`src/bgc_pkg.sv`:
```
// ----------------------------------------------------------------------------
// bgc_pkg
// types and constants shared by the button gesture classifier
// ----------------------------------------------------------------------------
package bgc_pkg;

  localparam int unsigned BGC_IN_BUTTONS = 4;
  localparam int unsigned BGC_PORT_TIME_W = 32;
  localparam int unsigned BGC_MS_W = 16;
  localparam int unsigned BGC_APB_ADDR_W = 5;
  localparam int unsigned BGC_APB_DATA_W = 32;
  localparam int unsigned BGC_REG_IDX_W = 3;
  localparam int unsigned BGC_IN_DATA_W = 40;
  localparam int unsigned BGC_OUT_DATA_W = 16;

  localparam logic [BGC_MS_W-1:0] BGC_LONG_PRESS_RST = 16'd2000;
  localparam logic [BGC_MS_W-1:0] BGC_DBL_WINDOW_RST = 16'd400;

  typedef enum logic [BGC_REG_IDX_W-1:0] {
    REG_LONG_PRESS = 3'd0,
    REG_DBL_WINDOW = 3'd1,
    REG_CLICK_EN   = 3'd2,
    REG_LONG_EN    = 3'd3,
    REG_DBL_EN     = 3'd4
  } reg_idx_e;

  typedef struct packed {
    logic [BGC_MS_W-1:0]       long_ms;
    logic [BGC_MS_W-1:0]       window_ms;
    logic [BGC_IN_BUTTONS-1:0] click_en;
    logic [BGC_IN_BUTTONS-1:0] long_en;
    logic [BGC_IN_BUTTONS-1:0] dbl_en;
  } cfg_t;

  typedef struct packed {
    logic [BGC_MS_W-1:0] long_ms;
    logic [BGC_MS_W-1:0] window_ms;
    logic                click_en;
    logic                long_en;
    logic                dbl_en;
  } lane_cfg_t;

  typedef struct packed {
    logic click;
    logic long_press;
    logic dbl;
  } lane_evt_t;

endpackage

```
`src/bgc_regs.sv`:
```
// ----------------------------------------------------------------------------
// bgc_regs
// apb register file holding thresholds and per-button enable masks
// ----------------------------------------------------------------------------
module bgc_regs
  import bgc_pkg::*;
(
  input  logic                      clk_i,
  input  logic                      rst_ni,
  input  logic                      psel,
  input  logic                      penable,
  input  logic                      pwrite,
  input  logic [BGC_APB_ADDR_W-1:0] paddr,
  input  logic [BGC_APB_DATA_W-1:0] pwdata,
  output logic [BGC_APB_DATA_W-1:0] prdata,
  output logic                      pready,
  output cfg_t                      cfg_o
);

  cfg_t                     cfg_q, cfg_d;
  logic [BGC_REG_IDX_W-1:0] idx;
  logic                     wr_en;

  assign pready = 1'b1;
  assign idx    = paddr[BGC_APB_ADDR_W-1:2];
  assign wr_en  = psel & penable & pwrite & pready;
  assign cfg_o  = cfg_q;

  always_comb begin
    cfg_d = cfg_q;
    if (wr_en) begin
      case (idx)
        REG_LONG_PRESS: cfg_d.long_ms   = pwdata[BGC_MS_W-1:0];
        REG_DBL_WINDOW: cfg_d.window_ms = pwdata[BGC_MS_W-1:0];
        REG_CLICK_EN:   cfg_d.click_en  = pwdata[BGC_IN_BUTTONS-1:0];
        REG_LONG_EN:    cfg_d.long_en   = pwdata[BGC_IN_BUTTONS-1:0];
        REG_DBL_EN:     cfg_d.dbl_en    = pwdata[BGC_IN_BUTTONS-1:0];
        default:        cfg_d = cfg_q;
      endcase
    end
  end

  always_comb begin
    case (idx)
      REG_LONG_PRESS: prdata = BGC_APB_DATA_W'(cfg_q.long_ms);
      REG_DBL_WINDOW: prdata = BGC_APB_DATA_W'(cfg_q.window_ms);
      REG_CLICK_EN:   prdata = BGC_APB_DATA_W'(cfg_q.click_en);
      REG_LONG_EN:    prdata = BGC_APB_DATA_W'(cfg_q.long_en);
      REG_DBL_EN:     prdata = BGC_APB_DATA_W'(cfg_q.dbl_en);
      default:        prdata = '0;
    endcase
  end

  always_ff @(posedge clk_i or negedge rst_ni) begin
    if (!rst_ni) begin
      cfg_q.long_ms   <= BGC_LONG_PRESS_RST;
      cfg_q.window_ms <= BGC_DBL_WINDOW_RST;
      cfg_q.click_en  <= '0;
      cfg_q.long_en   <= '0;
      cfg_q.dbl_en    <= '0;
    end else begin
      cfg_q <= cfg_d;
    end
  end

endmodule

```
`src/bgc_lane.sv`:
```
// ----------------------------------------------------------------------------
// bgc_lane
// per-button gesture state and event decision for one poll
// ----------------------------------------------------------------------------
module bgc_lane
  import bgc_pkg::*;
#(
  parameter int unsigned TIME_BITS = 32
) (
  input  logic                 clk_i,
  input  logic                 rst_ni,
  input  logic                 advance_i,
  input  logic                 pressed_i,
  input  logic                 mark_i,
  input  logic [TIME_BITS-1:0] now_i,
  input  lane_cfg_t            cfg_i,
  output lane_evt_t            evt_o
);

  logic                 held_q, held_d;
  logic                 cons_q, cons_d;
  logic                 pend_q, pend_d;
  logic [TIME_BITS-1:0] press_q, press_d;
  logic [TIME_BITS-1:0] rel_q, rel_d;
  logic                 cons_m;
  logic [TIME_BITS-1:0] el_press, el_rel;
  logic                 long_hit, in_win;

  assign cons_m   = cons_q | mark_i;
  // wrapping differences
  assign el_press = now_i - press_q;
  assign el_rel   = now_i - rel_q;
  assign long_hit = el_press > TIME_BITS'(cfg_i.long_ms);
  assign in_win   = el_rel < TIME_BITS'(cfg_i.window_ms);

  always_comb begin
    held_d = held_q;
    cons_d = cons_m;
    pend_d = pend_q;
    press_d = press_q;
    rel_d  = rel_q;
    evt_o  = '0;
    if (pressed_i) begin
      if (!held_q) begin
        held_d  = 1'b1;
        press_d = now_i;
        cons_d  = 1'b0;
      end else if (!cons_m && long_hit) begin
        evt_o.long_press = cfg_i.long_en;
        cons_d = 1'b1;
      end
    end else if (held_q) begin
      if (!cons_m) begin
        if (cfg_i.dbl_en) begin
          if (pend_q && in_win) begin
            evt_o.dbl = 1'b1;
            pend_d = 1'b0;
          end else begin
            pend_d = 1'b1;
            rel_d  = now_i;
          end
        end else begin
          evt_o.click = cfg_i.click_en;
        end
      end
      held_d = 1'b0;
      cons_d = 1'b0;
    end else if (cfg_i.dbl_en && pend_q && !in_win) begin
      evt_o.click = cfg_i.click_en;
      pend_d = 1'b0;
    end
  end

  always_ff @(posedge clk_i or negedge rst_ni) begin
    if (!rst_ni) begin
      held_q <= 1'b0;
      cons_q <= 1'b0;
      pend_q <= 1'b0;
    end else if (advance_i) begin
      held_q <= held_d;
      cons_q <= cons_d;
      pend_q <= pend_d;
    end
  end

  // press and release timestamps
  always_ff @(posedge clk_i or negedge rst_ni) begin
    if (!rst_ni) begin
      press_q <= '0;
      rel_q   <= '0;
    end else if (advance_i) begin
      press_q <= press_d;
      rel_q   <= rel_d;
    end
  end

endmodule

```
`src/bgc_merge.sv`:
```
// ----------------------------------------------------------------------------
// bgc_merge
// gathers lane events into masks and buffers results in an output stage
// ----------------------------------------------------------------------------
module bgc_merge
  import bgc_pkg::*;
#(
  parameter int unsigned NUM_BUTTONS = 4
) (
  input  logic                      clk_i,
  input  logic                      rst_ni,
  input  logic                      in_valid_i,
  output logic                      in_ready_o,
  input  lane_evt_t [NUM_BUTTONS-1:0] evt_i,
  output logic                      m_tvalid,
  input  logic                      m_tready,
  output logic [BGC_OUT_DATA_W-1:0] m_tdata
);

  localparam int unsigned EvtW = 3 * BGC_IN_BUTTONS;

  logic [BGC_IN_BUTTONS-1:0] clicks, longs, dbls;
  logic [EvtW-1:0]           res;
  logic [EvtW-1:0]           out_q, out_d, skid_q, skid_d;
  logic                      out_vld_q, out_vld_d, skid_vld_q, skid_vld_d;
  logic                      accept, take;

  for (genvar i = 0; i < BGC_IN_BUTTONS; i++) begin : g_bit
    if (i < NUM_BUTTONS) begin : g_lane
      assign clicks[i] = evt_i[i].click;
      assign longs[i]  = evt_i[i].long_press;
      assign dbls[i]   = evt_i[i].dbl;
    end else begin : g_none
      assign clicks[i] = 1'b0;
      assign longs[i]  = 1'b0;
      assign dbls[i]   = 1'b0;
    end
  end

  assign res        = {dbls, longs, clicks};
  assign in_ready_o = !skid_vld_q;
  assign accept     = in_valid_i & in_ready_o;
  assign take       = out_vld_q & m_tready;
  assign m_tvalid   = out_vld_q;
  assign m_tdata    = BGC_OUT_DATA_W'(out_q);

  always_comb begin
    out_d      = out_q;
    out_vld_d  = out_vld_q;
    skid_d     = skid_q;
    skid_vld_d = skid_vld_q;
    if (take || !out_vld_q) begin
      if (skid_vld_q) begin
        out_d      = skid_q;
        out_vld_d  = 1'b1;
        skid_vld_d = 1'b0;
      end else begin
        out_d     = res;
        out_vld_d = accept;
      end
    end else if (accept) begin
      skid_d     = res;
      skid_vld_d = 1'b1;
    end
  end

  always_ff @(posedge clk_i or negedge rst_ni) begin
    if (!rst_ni) begin
      out_vld_q  <= 1'b0;
      skid_vld_q <= 1'b0;
    end else begin
      out_vld_q  <= out_vld_d;
      skid_vld_q <= skid_vld_d;
    end
  end

  always_ff @(posedge clk_i) begin
    out_q  <= out_d;
    skid_q <= skid_d;
  end

endmodule

```
`src/button_gesture_classifier.sv`:
```
// an accepted poll's masks are registered in the output register, or the skid register
// throughput: one poll per cycle unless the skid register is full
// a two-entry output stage keeps s_tready high while one result waits downstream
// reset (rst_ni low, asynchronous): button state and output stage cleared,
// thresholds back to 2000 ms and 400 ms, all enable masks off
// ----------------------------------------------------------------------------
// button_gesture_classifier
// click, long press and double click detection on active-low buttons
// ----------------------------------------------------------------------------
module button_gesture_classifier
  import bgc_pkg::*;
#(
  parameter int unsigned NUM_BUTTONS = 4,
  parameter int unsigned TIME_BITS   = 32
) (
  input  logic                      clk_i,
  input  logic                      rst_ni,
  // poll request channel
  input  logic                      s_tvalid,
  output logic                      s_tready,
  // levels [3:0], now_ms [35:4], mark_handled [39:36]
  input  logic [BGC_IN_DATA_W-1:0]  s_tdata,
  // event result channel
  output logic                      m_tvalid,
  input  logic                      m_tready,
  // click_events [3:0], long_events [7:4], double_events [11:8], zero [15:12]
  output logic [BGC_OUT_DATA_W-1:0] m_tdata,
  // configuration port
  input  logic                      psel,
  input  logic                      penable,
  input  logic                      pwrite,
  input  logic [BGC_APB_ADDR_W-1:0] paddr,
  input  logic [BGC_APB_DATA_W-1:0] pwdata,
  output logic [BGC_APB_DATA_W-1:0] prdata,
  output logic                      pready
);

  // unpacked poll fields
  logic [BGC_IN_BUTTONS-1:0]  levels;
  logic [BGC_PORT_TIME_W-1:0] now_ms;
  logic [BGC_IN_BUTTONS-1:0]  mark_handled;
  logic                       advance;
  cfg_t                       cfg;
  lane_evt_t [NUM_BUTTONS-1:0] evt;

  assign levels       = s_tdata[BGC_IN_BUTTONS-1:0];
  assign now_ms       = s_tdata[BGC_PORT_TIME_W+BGC_IN_BUTTONS-1:BGC_IN_BUTTONS];
  assign mark_handled = s_tdata[BGC_IN_DATA_W-1:BGC_PORT_TIME_W+BGC_IN_BUTTONS];

  // lane state moves only on an accepted poll request
  assign advance = s_tvalid & s_tready;

  bgc_regs u_regs (
    .clk_i   (clk_i),
    .rst_ni  (rst_ni),
    .psel    (psel),
    .penable (penable),
    .pwrite  (pwrite),
    .paddr   (paddr),
    .pwdata  (pwdata),
    .prdata  (prdata),
    .pready  (pready),
    .cfg_o   (cfg)
  );

  // one lane per button, all evaluated in the same cycle
  for (genvar i = 0; i < NUM_BUTTONS; i++) begin : g_lane
    logic      pressed;
    logic      mark;
    lane_cfg_t lcfg;

    if (i < BGC_IN_BUTTONS) begin : g_pin
      assign pressed      = !levels[i];
      assign mark         = mark_handled[i];
      assign lcfg.click_en = cfg.click_en[i];
      assign lcfg.long_en  = cfg.long_en[i];
      assign lcfg.dbl_en   = cfg.dbl_en[i];
    end else begin : g_nopin
      // no pin bit: reads as pressed, nothing enabled
      assign pressed      = 1'b1;
      assign mark         = 1'b0;
      assign lcfg.click_en = 1'b0;
      assign lcfg.long_en  = 1'b0;
      assign lcfg.dbl_en   = 1'b0;
    end
    assign lcfg.long_ms   = cfg.long_ms;
    assign lcfg.window_ms = cfg.window_ms;

    bgc_lane #(
      .TIME_BITS (TIME_BITS)
    ) u_lane (
      .clk_i     (clk_i),
      .rst_ni    (rst_ni),
      .advance_i (advance),
      .pressed_i (pressed),
      .mark_i    (mark),
      .now_i     (now_ms[TIME_BITS-1:0]),
      .cfg_i     (lcfg),
      .evt_o     (evt[i])
    );
  end

  // merge lane events into masks and buffer them towards the master side
  bgc_merge #(
    .NUM_BUTTONS (NUM_BUTTONS)
  ) u_merge (
    .clk_i      (clk_i),
    .rst_ni     (rst_ni),
    .in_valid_i (s_tvalid),
    .in_ready_o (s_tready),
    .evt_i      (evt),
    .m_tvalid   (m_tvalid),
    .m_tready   (m_tready),
    .m_tdata    (m_tdata)
  );

endmodule

```
`config.mk`:
```
export PLATFORM = sky130hd
export DESIGN_NAME = button_gesture_classifier
export DESIGN_NICKNAME = d
export VERILOG_FILES = /design/src/bgc_pkg.sv /design/src/bgc_regs.sv /design/src/bgc_lane.sv /design/src/bgc_merge.sv /design/src/button_gesture_classifier.sv
export SDC_FILE = /design/constraint.sdc
export NUM_CORES = 1
export LEC_CHECK = 0
export BUFFER_PORTS_ARGS = -buffer_cell sky130_fd_sc_hd__buf_2
export CAP_MARGIN = 5
export CORE_ASPECT_RATIO = 1.4
export CORE_MARGIN = 4
export CORE_UTILIZATION = 45
export DETAILED_ROUTE_END_ITERATION = 12
export GPL_ROUTABILITY_DRIVEN = 0
export GPL_TIMING_DRIVEN = 0
export PLACE_DENSITY_LB_ADDON = 0.15
export SLEW_MARGIN = 30
export SYNTH_ARGS = -nofsm -noshare
export SYNTH_HDL_FRONTEND = slang
export SYNTH_HIERARCHICAL = 1
export SYNTH_SLANG_ARGS = --single-unit
```
`constraint.sdc`:
```
create_clock -name clk_i -period 9.52 [get_ports clk_i]
set_input_delay 0.476 -clock clk_i [delete_from_list [all_inputs] [get_ports clk_i]]
set_output_delay 0.476 -clock clk_i [all_outputs]
set_load 0.01 [all_outputs]
```
# Word level (Yosys, flattened, before mapping)
# Index checks and enable logic that the tools add are counted.
# word_totals
elab_cells	230
out_inout_bits	51
regBits	338
in_bits	84
# op_classes
mux	97
n_eq_ne	12
n_addsub	8
n_bitwise	25
magnitude_cmp	8
n_reduce_logical	51
# ops
cell	count
$sub A32 B32 Y32	8
$gt A32 B16 Y1	4
$lt A32 B16 Y1	4
$mux W1	95
$pmux W16 S5	1
$reduce_and A6 Y1	4
$reduce_and A5 Y1	4
$not A1 Y1	17
$logic_and A1 B1 Y1	16
$ne A2 B2 Y1 const B	8
$mux W12	1
$reduce_and A2 Y1	6
$reduce_and A3 Y1	4
$logic_not A1 Y1	10
$reduce_bool A2 Y1	5
$eq A3 B2 Y1 const B	2
$and A1 B1 Y1	4
$or A1 B1 Y1	4
$eq A3 B1 Y1 const B	1
$eq A3 B3 Y1 const B	1
$logic_not A3 Y1	1
$logic_or A1 B1 Y1	1

# Logic depth before layout (Yosys ltp)
# depth
depth_word	9
mapped_depth	25
depth_no_buf	25

# Hierarchy
# The synthesis kept the hierarchy.
# by_module_without_submodules
module	area_each_um2	n_inst	cells_each	seq_area_each_um2
bgc_lane (g_lane[1].u_lane ...)	7417.1	2	888	1676.6
bgc_lane (g_lane[0].u_lane)	7339.5	1	866	1676.6
bgc_lane (g_lane[3].u_lane)	7259.5	1	873	1676.6
bgc_regs	2267.2	1	171	1112.3
bgc_merge	1026.0	1	51	770.7
button_gesture_classifier	21.3	1	5	0.0

# Least setup slack after synthesis
# Ideal clock, no wire load.
# synth_timing
path_kind	in2reg
from	in s_tdata[4]
to	reg g_lane[0].u_lane.rel_q[0]
arrival_ns	4.832
setup_time_ns	0.125
slack_ns	4.563
required_ns	9.395
n_path_buf	1
path_stages	20
cell_sequence	inv_1 -> ha_1 -> fa_1 -> nand2b_1 -> a21oi_1 -> nor2_1 -> o21ai_0 -> a31oi_1 -> nor3_1 -> ha_1 -> a21o_1 -> a21oi_1 -> nor2_1 -> nor4_2 -> o2111ai_1 -> or4_1 -> or4_4 -> o31ai_4 -> buf_12 -> mux2_4
# synth_via
elab_chain_len	5
# synth_rtl
element	line_no	text
from (decl)	button_gesture_classifier.sv:22	input logic [BGC_IN_DATA_W-1:0] s_tdata,
$sub A32 B32 Y32	bgc_lane.sv:32	assign el_rel = now_i - rel_q;
$lt A32 B16 Y1	bgc_lane.sv:34	assign in_win = el_rel < TIME_BITS'(cfg_i.window_ms);
$logic_and A1 B1 Y1	bgc_lane.sv:55	if (pend_q && in_win) begin
$not A1 Y1 (no source line)	n/a	
$reduce_and A6 Y1 (no source line)	n/a	
to (signal assigned)	bgc_lane.sv:93	rel_q <= rel_d;
to (decl)	bgc_lane.sv:24	logic [TIME_BITS-1:0] rel_q, rel_d;
# Parallel ways exist; a longest one is shown, timed or not.
# A chain may end at the register's enable or synchronous reset.

# Worst setup path after layout
# layout_timing
from	in s_tdata[13]
to	reg g_lane[3].u_lane.rel_q[19]
# layout_via
elab_chain_len	5
# layout_rtl
element	line_no
$sub A32 B32 Y32	bgc_lane.sv:32
$lt A32 B16 Y1	bgc_lane.sv:34
$logic_and A1 B1 Y1	bgc_lane.sv:55
$not A1 Y1 (no source line)	n/a
$reduce_and A6 Y1 (no source line)	n/a
to (signal assigned)	bgc_lane.sv:93
to (decl)	bgc_lane.sv:24
# No other way between the ends.

==> flow_summary_export.csv <==
group,metric,value,unit
synth,synth_cell_types,103,
cells_and_area,final_util,0.5005,
routing,vias_per_cell,5.827,
critical_path,r2r_slack,3.77,ns
die,io_pins,135,
routing,wl_met1,43350,um
routing,wl_met3,5091,um
cts,cts_made_buffers,40,
global_routing,overflow,0,
placed_design,dpl-instance-area,0.03462,sq mm
global_routing,grt_start_max_net_pins,83,
sta,holdWs,0.1296,ns
synth,synth_edf_count,24,
pwr,p_comb_frac,0.546,
sta,rsz0062_at_grt,"false",
routing,wl_per_cell,21.00,um
routing,routed_wl,102300,um
global_routing,grt_pass1_vias,27570,
sta,fin_crit_sh,0.6114,
cells_and_area,fillers,7020,
pwr,p_int,4553,uW
critical_path,r2r-end,"g_lane[3].u_lane/rel_q[19]",
pwr,sw_frac_of_total,0.4286,
cells_and_area,nets,4366,
cts,postCtsSetupBuffers,0,
sta,fin_setup_tns,0,ns
global_routing,grt_antenna_before_repair,5,
job,drv_cap,0,
critical_path,path_max_fanout,16,
critical_path,crit_required,9.98,ns
sta,hold_viol,0,
sta,tightest_slew,0.9397,ns
pwr,ir_drop,113.7,uV
pwr,p_switching,3415,uW
pwr,p_leak,0.01633,uW
routing,drtPass1Iterations,5,
synth,synth_flop_cell,"dfrtp_1",
hold_path,holdPathStages,3,
synth,yosysSeqAreaShare,0.2623,
pwr,powerDensity,221.6,mW/mm^2
synth,synth_top_cell_by_area,"dfrtp_1",
cts,insertion_delay,0.59,ns
critical_path,end_kind,"flip-flop",
synth,synth_area_leaders,"dfrtp_1 23%, ha_1 14%, mux2_2 6.2%",
routing,top_layer,"met4",
routing,num_vias,28400,
sta,fmax,171.8,MHz
synth,avgSynthCellArea,8.751,sq um
hold_path,holdPathEnd,"u_merge/m_tvalid",
placed_design,port_buffers,93,
critical_path,start_kind,"primary input",
status,outcome,"completed",
pwr,power,7968,uW
die,die_height,327.2,um
synth,yosys.area.top_type_share,0.2331,
routing,ant_nets,0,
cts,numClockSinks,338,
die,dieArea,0.07721,sq mm
cells_and_area,antenna_cells,0,
sta,relSlewSlack,0.3653,
synth,ys_warn_count,6,
cells_and_area,stdcell_area,0.03596,sq mm
hold_path,holdCritStartpoint,"s_tvalid",
cells_and_area,drive_gt1_frac,0.1412,
cts,clk_path_buf_depth,3,
pwr,clock_power_share,0.200,
placed_design,hpwl,76060,um
critical_path,critPathKind,"in -> reg",
cells_and_area,synthToLayoutAreaGrowth,9.800,%
routing,dr_wl_met2,49240,um
sta,final.min_clock_period,5.820,ns
sta,maxSlewViolCount,0,
synth,syn_area,0.03275,sq mm
die,coreArea,0.07184,sq mm
synth,yosysMostFrequentCell,"inv_1",
critical_path,reg2regPathDepth,21,
die,std_cell_rows,116,
critical_path,r2r_start,"g_lane[3].u_lane/rel_q[9]",
synth,synth_async_sr_flop_share,0.9290,
synth,ys_ff_latch,338,
synth,yosys-top-cells-count,"448 x inv_1, 372 x ha_1, 305 x dfrtp_1",
sta,setup-violations-final,0,
hold_path,hold_class,"in -> reg",
cts,path_clk_slew,0.06,ns
die,initial_utilization,0.4558,
synth,syn_inst,3742,
die,dieWidth,236.0,um
global_routing,grt_pass1_wl,157100,um
cts,cts_tree,"yes",
global_routing,track_usage,0.2574,
routing,drt-initial-drc-count,1609,
sta,fin_skew,0.02085,ns
cts,htree_levels,2,
pwr,power_frac_seq,0.254,
routing,drc_errors,0,
critical_path,crit_arrival,6.29,ns
cts,root_buffer,"clkbuf_16",
worst max path at each step:
stage | start | to | slack (ns) | cells past startpoint
finish | s_tdata[13] | g_lane[3].u_lane/rel_q[19] | 3.70 | 21
floorplan | s_tdata[4] | g_lane[0].u_lane/rel_q[0] | 4.56 | 20
detailed placement | s_tdata[13] | g_lane[3].u_lane/rel_q[21] | 3.19 | 21
global placement | rst_ni | g_lane[1].u_lane/press_q[23] | 1.53 | 1
CTS | s_tdata[5] | u_merge/out_q[4] | 3.80 | 20
global route | s_tdata[5] | u_merge/out_q[4] | 3.33 | 20
cells by family (layout without fill, tap and decap cells):
logic type,after synthesis,after routing,synth area share
AOI/OAI and AO/OA,987,987,0.1964
adders and majority gates,380,380,0.1470
xor gates and xnor gates,162,162,0.04333
muxes,344,344,0.1288
and+or+nand+nor,952,952,0.1459
other,3,21,0.0003438
DFF,338,338,0.2623
buffers and inverters,576,746,0.07592
what timing repair did:
action                                 in CTS  in global routing
endpoints found under the hold margin      40                  0
hold buffers                                1                  0
gates resized for setup                     0                  0
registers in the layout, summed over array words and instances (netlist names):
| register | cells |
|---|---|
| u_merge/out_q | 12 |
| g_lane.u_lane/pend_q | 4 |
| u_regs/cfg_o | 44 |
| g_lane.u_lane/cons_q | 4 |
| u_merge/skid_q | 12 |
| g_lane.u_lane/held_q | 4 |
| u_merge/m_tvalid | 1 |
| g_lane.u_lane/rel_q | 128 |
| g_lane.u_lane/press_q | 128 |
| u_merge/skid_vld_q | 1 |
critical path: stages:
cell	delay, ns
buf_2	0.49
ha_1	0.41
a21oi_1	0.28
o221ai_1	0.16
a21oi_1	0.41
a21oi_1	0.22
nor2b_1	0.26
o21ai_0	0.15
xor2_1	0.24
ha_1	0.29
a21oi_1	0.14
o21ai_0	0.12
a21oi_1	0.25
o31ai_1	0.10
or4_1	0.41
a211oi_1	0.25
nand4_1	0.19
nor4b_4	0.58
a211oi_4	0.25
buf_6	0.23
mux2_1	0.32
through the flow:
stage	cells	setup WS, ns
floorplan	3760	4.563
global placement	4797	1.529
detailed placement	4803	3.185
CTS	4874	3.802
global route	4874	3.328
finish	4874	3.700
area by class of cell:
class | count | area (sq um) | area share
inverter | 448 | 1682 | 0.04677
buffer | 128 | 804.5 | 0.02237
timing repair buffer | 100 | 614.3 | 0.01709
tap | 944 | 1181 | 0.03285
clock buffer | 51 | 1134 | 0.03153
multi-input combinational | 2846 | 21760 | 0.6053
sequential | 338 | 8589 | 0.2389
clock inverter | 19 | 187.7 | 0.005220
layout by cell type (no fill, tap or decap), types with 37 or more instances in the layout:
cell / n
xor2_1: 59
dfrtp_1: 305
a21o_1: 94
nand4_1: 81
inv_1: 448
nand2_1: 263
a21oi_1: 301
ha_1: 372
nand3_1: 80
clkbuf_16: 41
mux2_4: 102
nor2_1: 225
o21a_1: 49
mux2_2: 181
o21ai_0: 176
nand2b_1: 48
nor3_1: 52
clkbuf_1: 73
a211oi_1: 37
xnor2_1: 103
buf_2: 103
per-layer routing:
metal,vias to the layer above,GRT usage
li1,13770,-
met2,690,0.4508
met1,13770,0.3221
met5,-,0
met3,173,0.03217
met4,0,0.1024
power groups by stage:
| stage | Sequential, uW | Combinational [uW] | Clock [uW] |
|---|---|---|---|
| after floorplan | 1920 | 3340 | 0 |
| after global placement | 2040 | 4240 | 0 |
| after detailed placement | 2050 | 4300 | 0 |
| after CTS | 2030 | 4330 | 1640 |
| after global routing | 2060 | 4910 | 1690 |
| final | 2030 | 4350 | 1590 |
Note: power is estimated with default switching activity, not from simulation.
